`config.mk`:
```
export PLATFORM = sky130hd
export DESIGN_NAME = polynomial_multiply
export DESIGN_NICKNAME = d
export VERILOG_FILES = /design/src/design/pm_pkg.sv /design/src/design/pm_ram.sv /design/src/design/pm_conv.sv /design/src/design/polynomial_multiply.sv
export SDC_FILE = /design/constraint.sdc
export NUM_CORES = 2
export LEC_CHECK = 0
export ABC_AREA = 0
export BUFFER_PORTS_ARGS = -buffer_cell sky130_fd_sc_hd__buf_2
export CORE_MARGIN = 10
export CORE_UTILIZATION = 66
export CTS_BUF_LIST = sky130_fd_sc_hd__clkbuf_8
export DETAILED_ROUTE_END_ITERATION = 7
export PLACE_DENSITY = 0.9
export SYNTH_ARGS = -nofsm -noshare
export SYNTH_HDL_FRONTEND = slang
export SYNTH_SLANG_ARGS = --single-unit
```
`constraint.sdc`:
```
create_clock -name clk -period 8.71 [get_ports clk]
set_input_delay 0 -clock clk [delete_from_list [all_inputs] [get_ports clk]]
set_output_delay 0 -clock clk [all_outputs]
set_load 0.1 [all_outputs]
```
`src/design/pm_pkg.sv`:
```
// ----------------------------------------------------------------------------
// pm_pkg: shared types and constants of the polynomial multiplier
// Command codes, sequencer states and the result record passed from the
// convolution engine to the output stage.
// ----------------------------------------------------------------------------
package pm_pkg;

  // product coefficient width and internal product extension width
  localparam int OUT_W = 40;
  localparam int EXT_W = 64;

  // command codes carried in the low bits of the input tdata
  typedef enum logic [1:0] {
    CMD_LOAD_A   = 2'd0,
    CMD_LOAD_B   = 2'd1,
    CMD_MULTIPLY = 2'd2
  } pm_cmd_t;

  // convolution sequencer states
  typedef enum logic [2:0] {
    ST_IDLE,
    ST_SETUP,
    ST_ISSUE,
    ST_DRAIN,
    ST_EMIT
  } pm_state_t;

  // one product coefficient on its way to the output register
  typedef struct packed {
    logic [OUT_W-1:0] value;
    logic             last;
    logic             dropped;
  } pm_result_t;

endpackage

```
`src/design/pm_ram.sv`:
```
// ----------------------------------------------------------------------------
// pm_ram: generic synchronous RAM
// One write port and one read port, read data registered.
// ----------------------------------------------------------------------------
module pm_ram #(
  parameter int WIDTH = 16,
  parameter int DEPTH = 16,
  parameter int AW    = (DEPTH > 1) ? $clog2(DEPTH) : 1
) (
  input  logic             clk,
  input  logic             we,
  input  logic [AW-1:0]    waddr,
  input  logic [WIDTH-1:0] wdata,
  input  logic [AW-1:0]    raddr,
  output logic [WIDTH-1:0] rdata
);

  logic [WIDTH-1:0] mem [DEPTH];

  // write and registered read
  always_ff @(posedge clk) begin
    if (we) begin
      mem[waddr] <= wdata;
    end
    rdata <= mem[raddr];
  end

endmodule

```
`src/design/pm_conv.sv`:
```
// ----------------------------------------------------------------------------
// pm_conv: convolution engine
// Walks the product coefficients highest degree first. For each one it
// issues the pairs a[i], b[k-i] to the two stores, multiplies the read data,
// accumulates modulo 2^40 and hands the finished coefficient to the output.
// ----------------------------------------------------------------------------
module pm_conv #(
  parameter int MAX_TERMS  = 16,
  parameter int COEFF_BITS = 16,
  parameter int IDX_W      = (MAX_TERMS > 1) ? $clog2(MAX_TERMS) : 1,
  parameter int CNT_W      = $clog2(MAX_TERMS + 1)
) (
  input  logic                  clk,
  input  logic                  rst,
  input  logic                  start,
  input  logic [CNT_W-1:0]      count_a,
  input  logic [CNT_W-1:0]      count_b,
  input  logic                  drop,
  output logic                  busy,
  output logic [IDX_W-1:0]      a_addr,
  output logic [IDX_W-1:0]      b_addr,
  input  logic [COEFF_BITS-1:0] a_data,
  input  logic [COEFF_BITS-1:0] b_data,
  output logic                  res_valid,
  output pm_pkg::pm_result_t    res,
  input  logic                  res_ready
);

  import pm_pkg::*;

  localparam int K_W = $clog2(2 * MAX_TERMS);
  localparam int P_W = 2 * COEFF_BITS;

  pm_state_t state, state_next;

  logic [CNT_W-1:0]       ca, cb;
  logic                   drop_r;
  logic                   empty;
  logic [K_W-1:0]         k;
  logic [K_W-1:0]         k_end;
  logic [IDX_W-1:0]       i;
  logic [IDX_W-1:0]       i_hi;
  logic [K_W-1:0]         j_full;
  logic [K_W:0]           lo_sum;
  logic [IDX_W-1:0]       i_lo;
  logic [IDX_W-1:0]       i_top;
  logic                   issue;
  logic                   v1, v2;
  logic signed [P_W-1:0]  prod;
  logic signed [EXT_W-1:0] prod_ext;
  logic [OUT_W-1:0]       acc;
  logic                   k_is_last;

  // pair addresses for the current term
  assign j_full = k - K_W'(i);
  assign a_addr = i;
  assign b_addr = j_full[IDX_W-1:0];
  assign issue  = (state == ST_ISSUE);

  // term range of coefficient k: max(0, k-cb+1) .. min(k, ca-1)
  assign lo_sum = {1'b0, k} + (K_W + 1)'(1);
  always_comb begin
    if (lo_sum >= (K_W + 1)'(cb)) begin
      i_lo = IDX_W'(lo_sum - (K_W + 1)'(cb));
    end else begin
      i_lo = '0;
    end
    if (k < K_W'(ca) - K_W'(1)) begin
      i_top = k[IDX_W-1:0];
    end else begin
      i_top = IDX_W'(ca - CNT_W'(1));
    end
  end

  assign k_is_last = empty || (k == k_end);
  assign busy      = (state != ST_IDLE);

  // state register
  always_ff @(posedge clk) begin
    if (rst) begin
      state <= ST_IDLE;
    end else begin
      state <= state_next;
    end
  end

  // next state and result handoff
  always_comb begin
    state_next  = state;
    res_valid   = 1'b0;
    res.value   = acc;
    res.last    = k_is_last;
    res.dropped = drop_r;
    case (state)
      ST_IDLE: begin
        if (start) begin
          if (count_a == '0 || count_b == '0) begin
            state_next = ST_EMIT;
          end else begin
            state_next = ST_SETUP;
          end
        end
      end
      ST_SETUP: state_next = ST_ISSUE;
      ST_ISSUE: begin
        if (i == i_hi) begin
          state_next = ST_DRAIN;
        end
      end
      ST_DRAIN: begin
        if (!v1 && !v2) begin
          state_next = ST_EMIT;
        end
      end
      ST_EMIT: begin
        res_valid = 1'b1;
        if (res_ready) begin
          state_next = k_is_last ? ST_IDLE : ST_SETUP;
        end
      end
      default: state_next = ST_IDLE;
    endcase
  end

  // run parameters and term counters
  always_ff @(posedge clk) begin
    if (state == ST_IDLE && start) begin
      ca     <= count_a;
      cb     <= count_b;
      drop_r <= drop;
      empty  <= (count_a == '0 || count_b == '0);
      k      <= '0;
      k_end  <= K_W'(count_a) + K_W'(count_b) - K_W'(2);
    end else if (state == ST_EMIT && res_ready) begin
      k <= k + K_W'(1);
    end
    if (state == ST_SETUP) begin
      i    <= i_lo;
      i_hi <= i_top;
    end else if (issue) begin
      i <= i + IDX_W'(1);
    end
  end

  // read and multiply stage valids
  always_ff @(posedge clk) begin
    if (rst) begin
      v1 <= 1'b0;
      v2 <= 1'b0;
    end else begin
      v1 <= issue;
      v2 <= v1;
    end
  end

  // multiply the read pair, then accumulate
  assign prod_ext = EXT_W'(prod);
  always_ff @(posedge clk) begin
    prod <= $signed(a_data) * $signed(b_data);
    if ((state == ST_IDLE && start) || state == ST_SETUP) begin
      acc <= '0;
    end else if (v2) begin
      acc <= acc + prod_ext[OUT_W-1:0];
    end
  end

`ifndef NO_ASSERTIONS
  // issued pairs stay inside the loaded operands
  a_pair_range: assert property (@(posedge clk) disable iff (rst)
    issue |-> (CNT_W'(i) < ca && j_full < K_W'(cb)))
    else $error("pm_conv: term pair outside operand range");

  // a result is only offered once the pipeline is empty
  a_emit_drained: assert property (@(posedge clk) disable iff (rst)
    res_valid |-> (!v1 && !v2))
    else $error("pm_conv: result offered while products in flight");

  // the product stage only follows a read stage
  a_pipe_order: assert property (@(posedge clk) disable iff (rst)
    v2 |-> $past(v1))
    else $error("pm_conv: product stage without read stage");

  // the last result of a run returns the engine to idle once taken
  a_last_idle: assert property (@(posedge clk) disable iff (rst)
    (res_valid && res_ready && res.last) |=> (state == ST_IDLE))
    else $error("pm_conv: engine busy after final result");
`endif

endmodule

```
`src/design/polynomial_multiply.sv`:
```
// ----------------------------------------------------------------------------
// polynomial_multiply: integer polynomial multiplier
// Loads two coefficient stores and streams out their product coefficients.
// ----------------------------------------------------------------------------
// A load transaction (command 0 for A, 1 for B) writes one coefficient,
// highest degree first; tlast closes the polynomial and a later load to a
// closed polynomial starts it over. Coefficients past MAX_TERMS are dropped
// and set the sticky dropped flag. A multiply (command 2) occupies the block
// until its final result is taken by the output register. Each product
// coefficient passes through setup, then term pairs issued one per cycle,
// set by the single read port of each coefficient RAM feeding one
// multiplier, then pipeline drain and a handoff that waits for the output.
// An empty operand gives a single zero result.
// Input is not accepted while a multiply is running; the output register
// lets a new transaction in while the final result still waits.
module polynomial_multiply #(
  parameter int MAX_TERMS  = 16,
  parameter int COEFF_BITS = 16
) (
  input  logic                    clk,
  input  logic                    rst,
  input  logic                    s_tvalid,
  output logic                    s_tready,
  input  logic [((COEFF_BITS + 2 + 7) / 8) * 8 - 1:0] s_tdata,  // command[1:0], coeff,
                                                               // zero pad
  input  logic                    s_tlast,   // last_coeff
  output logic                    m_tvalid,
  input  logic                    m_tready,
  output logic [pm_pkg::OUT_W-1:0] m_tdata,  // product_coeff[39:0]
  output logic                    m_tlast,   // last
  output logic                    m_tuser    // dropped
);

  import pm_pkg::*;

  localparam int IDX_W = (MAX_TERMS > 1) ? $clog2(MAX_TERMS) : 1;
  localparam int CNT_W = $clog2(MAX_TERMS + 1);

  logic [1:0]            command;
  logic [COEFF_BITS-1:0] coeff;
  logic                  accept;
  logic                  busy;

  logic [CNT_W-1:0]      count_a, count_b;
  logic                  closed_a, closed_b;
  logic                  overflow_seen;
  logic [CNT_W-1:0]      fill_a, fill_b;
  logic                  we_a, we_b;
  logic                  start;

  logic [IDX_W-1:0]      a_addr, b_addr;
  logic [COEFF_BITS-1:0] a_data, b_data;
  logic                  res_valid, res_ready;
  pm_result_t            res;

  // input fields
  assign command  = s_tdata[1:0];
  assign coeff    = s_tdata[COEFF_BITS+1:2];
  assign s_tready = !busy;
  assign accept   = s_tvalid && s_tready;

  // write position: a closed polynomial restarts at zero
  assign fill_a = closed_a ? '0 : count_a;
  assign fill_b = closed_b ? '0 : count_b;

  // decode of the accepted transaction
  always_comb begin
    we_a  = 1'b0;
    we_b  = 1'b0;
    start = 1'b0;
    if (accept) begin
      case (command)
        CMD_LOAD_A:   we_a  = (fill_a < CNT_W'(MAX_TERMS));
        CMD_LOAD_B:   we_b  = (fill_b < CNT_W'(MAX_TERMS));
        CMD_MULTIPLY: start = 1'b1;
        default: ;
      endcase
    end
  end

  // operand counts, closed flags and sticky drop flag
  always_ff @(posedge clk) begin
    if (rst) begin
      count_a       <= '0;
      count_b       <= '0;
      closed_a      <= 1'b1;
      closed_b      <= 1'b1;
      overflow_seen <= 1'b0;
    end else if (accept) begin
      case (command)
        CMD_LOAD_A: begin
          closed_a <= s_tlast;
          if (we_a) begin
            count_a <= fill_a + CNT_W'(1);
          end else begin
            count_a       <= fill_a;
            overflow_seen <= 1'b1;
          end
        end
        CMD_LOAD_B: begin
          closed_b <= s_tlast;
          if (we_b) begin
            count_b <= fill_b + CNT_W'(1);
          end else begin
            count_b       <= fill_b;
            overflow_seen <= 1'b1;
          end
        end
        default: ;
      endcase
    end
  end

  // coefficient stores
  pm_ram #(.WIDTH(COEFF_BITS), .DEPTH(MAX_TERMS), .AW(IDX_W)) u_store_a (
    .clk   (clk),
    .we    (we_a),
    .waddr (fill_a[IDX_W-1:0]),
    .wdata (coeff),
    .raddr (a_addr),
    .rdata (a_data)
  );

  pm_ram #(.WIDTH(COEFF_BITS), .DEPTH(MAX_TERMS), .AW(IDX_W)) u_store_b (
    .clk   (clk),
    .we    (we_b),
    .waddr (fill_b[IDX_W-1:0]),
    .wdata (coeff),
    .raddr (b_addr),
    .rdata (b_data)
  );

  // convolution engine
  pm_conv #(
    .MAX_TERMS  (MAX_TERMS),
    .COEFF_BITS (COEFF_BITS),
    .IDX_W      (IDX_W),
    .CNT_W      (CNT_W)
  ) u_conv (
    .clk       (clk),
    .rst       (rst),
    .start     (start),
    .count_a   (count_a),
    .count_b   (count_b),
    .drop      (overflow_seen),
    .busy      (busy),
    .a_addr    (a_addr),
    .b_addr    (b_addr),
    .a_data    (a_data),
    .b_data    (b_data),
    .res_valid (res_valid),
    .res       (res),
    .res_ready (res_ready)
  );

  // output register
  assign res_ready = !m_tvalid || m_tready;

  always_ff @(posedge clk) begin
    if (rst) begin
      m_tvalid <= 1'b0;
    end else if (res_ready) begin
      m_tvalid <= res_valid;
    end
  end

  always_ff @(posedge clk) begin
    if (res_ready && res_valid) begin
      m_tdata <= res.value;
      m_tlast <= res.last;
      m_tuser <= res.dropped;
    end
  end

endmodule
```
==> results.yml <==
min_path:
  whs_endpoint: "m_tvalid$_SDFFE_PP0P_"
  hold_path.class: "input port to flop"
  hold_depth: 4
  worstHoldStart: "m_tready"
cts:
  cts_tree: "yes"
  cts_htree_levels: 3
  root_buffer: "clkbuf_8"
  clockBufferDepth: 3
  cts_buffers: 106
  hold_buffers: 26
  postCtsSetupBuffers: 0
  cts-resized-gates: 0
  cts_sinks: 707
  clk_latency_ns: 0.75
  clk_pin_slew_worst_paths_ns: 0.06
global_routing:
  grt_pass1_vias: 24570
  track_usage_pct: 27.6
  grt-ovfl-total: 0
  antenna_found_initial: 3
  grt_max_degree: 70
  grt_pass1_wl_um: 143000
floorplanning:
  die_h_um: 260
  core-area_um2: 57500
  pin_count: 73
  die_area_um2: 67800
  initial_core_util_pct: 66.4
  row_count: 88
  die_x_um: 260
worst_setup_path:
  crit_fanout: 16
  r2r_cells: 22
  critical_path_class: "flop to flop"
  crit_chain: "nand2_1 > fa_1 > fa_1 > fa_1 > inv_1 > fa_1 > fa_1 > inv_1 > fa_1 > inv_1 > ha_1 > a21o_1 > a21o_1 > a21oi_1 > o21ai_0 > a22oi_1 > a31oi_1 > a21bo_2 > or4_1 > a31o_2 > a21oi_1 > xnor2_1"
  required_ns: 9.35
  cp-end-kind: "flop"
  cp_top_family: "adder cells"
  critPathBufInv: 3
  critPathSlowestCell: "dfxtp_1"
  crit_path_frequent_cell: "fa_1"
  r2r_setup_slack_ns: 1.77
  cp_data_arrival_time_ns: 7.57
  startpoint_type: "flop"
  max_stage_delay_ns: 0.78
  reg2reg_to: "u_conv.prod[29]$_DFF_P_"
  timing.rr.start: "u_store_b.rdata[2]$_DFF_P_"
route:
  viasPerCell: 6.25
  wl_um: 91400
  remaining_drc_errors: 0
  ant_nets: 0
  wl_per_cell_um: 24.5
  first_pass_iters: 6
  vias: 23325
  drtIter0Drc: 2969
synth:
  yosys.area.top_type_share_pct: 45.6
  synth_edf_count: 579
  yosysMostFrequentCell: "edfxtp_1"
  synth_area_leader_cell: "edfxtp_1"
  synth_nets: 3203
  synth.area.top_cells: "edfxtp_1, fa_1, mux4_2, dfxtp_1, ha_1"
  ys_ff_latch: 707
  yosysUniqueCellTypes: 62
  synth.yosys.warnings: 0
  ys_dominant_reg_cell: "edfxtp_1"
  synth_seq_area_share_pct: 52.3
  synthCells: 2757
  syn_area_um2: 38100
  synth_common_cells: "edfxtp_1, inv_1, fa_1"
  synthArstFlopShare_pct: 0
  avgSynthCellArea_um2: 13.8
sta:
  fmax_mhz: 144
  finalClockSkew_ns: 0.0452
  setup_viol: 0
  max_slew_margin_pct: 13.7
  tightest_slew_ns: 1.28
  rsz0062_at_grt: "false"
  maxSlewViolCount: 0
  hold_viol: 0
  period_minus_slack_ns: 6.94
  fin_tns_setup_ns: 0
  fin_crit_sh_pct: 79.6
placement:
  port-buffer-count: 66
  place_congestion: 0.947
  dp_hpwl_um: 58000
  dp.cells: 3504
final_layout:
  fin_util_pct: 72.6
  fin_cells: 3730
  num-nets-final: 3319
  area.growth.synth_to_final_pct: 9.45
  n_antenna_cell: 0
  drive_above_1_share_pct: 13.7
outcome:
  status: "completed"
run:
  max_cap_violations: 0
## worst max path at each step
stage	startpoint	to	cells after the start
after CTS	u_store_a.rdata[11]$_DFF_P_	u_conv.prod[29]$_DFF_P_	22
after detailed placement	u_store_a.rdata[11]$_DFF_P_	u_conv.prod[29]$_DFF_P_	22
final	u_store_b.rdata[2]$_DFF_P_	u_conv.prod[29]$_DFF_P_	22
after floorplan	u_store_a.rdata[11]$_DFF_P_	u_conv.prod[29]$_DFF_P_	23
after global routing	u_store_a.rdata[11]$_DFF_P_	u_conv.prod[29]$_DFF_P_	22
after global placement	u_store_a.rdata[11]$_DFF_P_	u_conv.prod[29]$_DFF_P_	22
## routing by layer
layer  vias to the layer above  share of wire [%]  track usage [%]  wire, um
li1                       9866                  -                -         -
met1                     11664                 35             32.6     31800
met2                      1465                 52             48.6     47600
met3                       326                8.5             5.38      7810
met4                         4                4.6             12.6      4190
met5                         -              0.030                0        27
## cells in the final DEF, fill, tap and decap left out, drive strengths merged, types with 59 or more instances in the layout
cell type / synthesis / final
ha: 151 / 151
nor2: 135 / 135
a21oi: 102 / 102
xnor2: 59 / 59
nand2: 172 / 172
edfxtp: 579 / 579
dfxtp: 128 / 128
mux4: 144 / 144
fa: 266 / 266
clkbuf: 87 / 114
inv: 367 / 405
and2: 139 / 139
buf: 20 / 89
## cell type report
| type | instances | area, um^2 |
|---|---|---|
| Sequential cell | 707 | 20000 |
| Multi-Input combinational cell | 1576 | 16600 |
| Fill cell | 3355 | 15700 |
| Clock buffer | 114 | 1570 |
| Inverter | 367 | 1380 |
| Tap cell | 765 | 957 |
| Timing Repair Buffer | 115 | 763 |
| Clock inverter | 86 | 533 |
## worst reg2reg max path: stages (launching register included)
cell	delay, ns
dfxtp_1	0.78
nand2_1	0.19
fa_1	0.52
fa_1	0.51
fa_1	0.51
inv_1	0.06
fa_1	0.50
fa_1	0.49
inv_1	0.05
fa_1	0.47
inv_1	0.04
ha_1	0.34
a21o_1	0.20
a21o_1	0.17
a21oi_1	0.16
o21ai_0	0.13
a22oi_1	0.30
a31oi_1	0.21
a21bo_2	0.25
or4_1	0.42
a31o_2	0.25
a21oi_1	0.17
xnor2_1	0.14
## registers in the layout (all words and copies together) (netlist names), 3 cells and up
register         flops
u_conv.ca            5
u_store_b.mem      256
u_store_a.rdata     16
u_conv.i_hi          4
u_conv.prod         32
u_conv.k             5
u_conv.a_addr        4
count_a              5
u_store_b.rdata     16
u_conv.k_end         5
u_conv.cb            5
u_conv.acc          40
u_store_a.mem      256
u_conv.state         3
m_tdata             40
count_b              5
## logic make-up after synthesis
family	count (synthesis)	synth area share, %
adder cells (fa/ha/maj)	417	18.9
AO/OA/AOI/OAI	261	4.35
multiplexers	189	9.69
buffers and inverters	474	4.68
XOR/XNOR	93	2.14
AND/OR/NAND/NOR	616	7.92
flip-flops	707	52.3
## stage by stage
stage / area [um^2] / worst slack (ns) / hold slack, ns
5_1_grt: 41700 / 1.43 / 0.221
2_1_floorplan: 38100 / 2.48 / 0.0989
4_1_cts: 41700 / 1.81 / 0.146
6_report: 41700 / 1.77 / 0.259
3_3_place_gp: 39400 / 1.98 / 0.257
3_5_place_dp: 39400 / 1.84 / 0.273
Power is left out: the tool's default activity adds up to more than one toggle a clock period on the data nets, which glitch-free logic cannot reach.
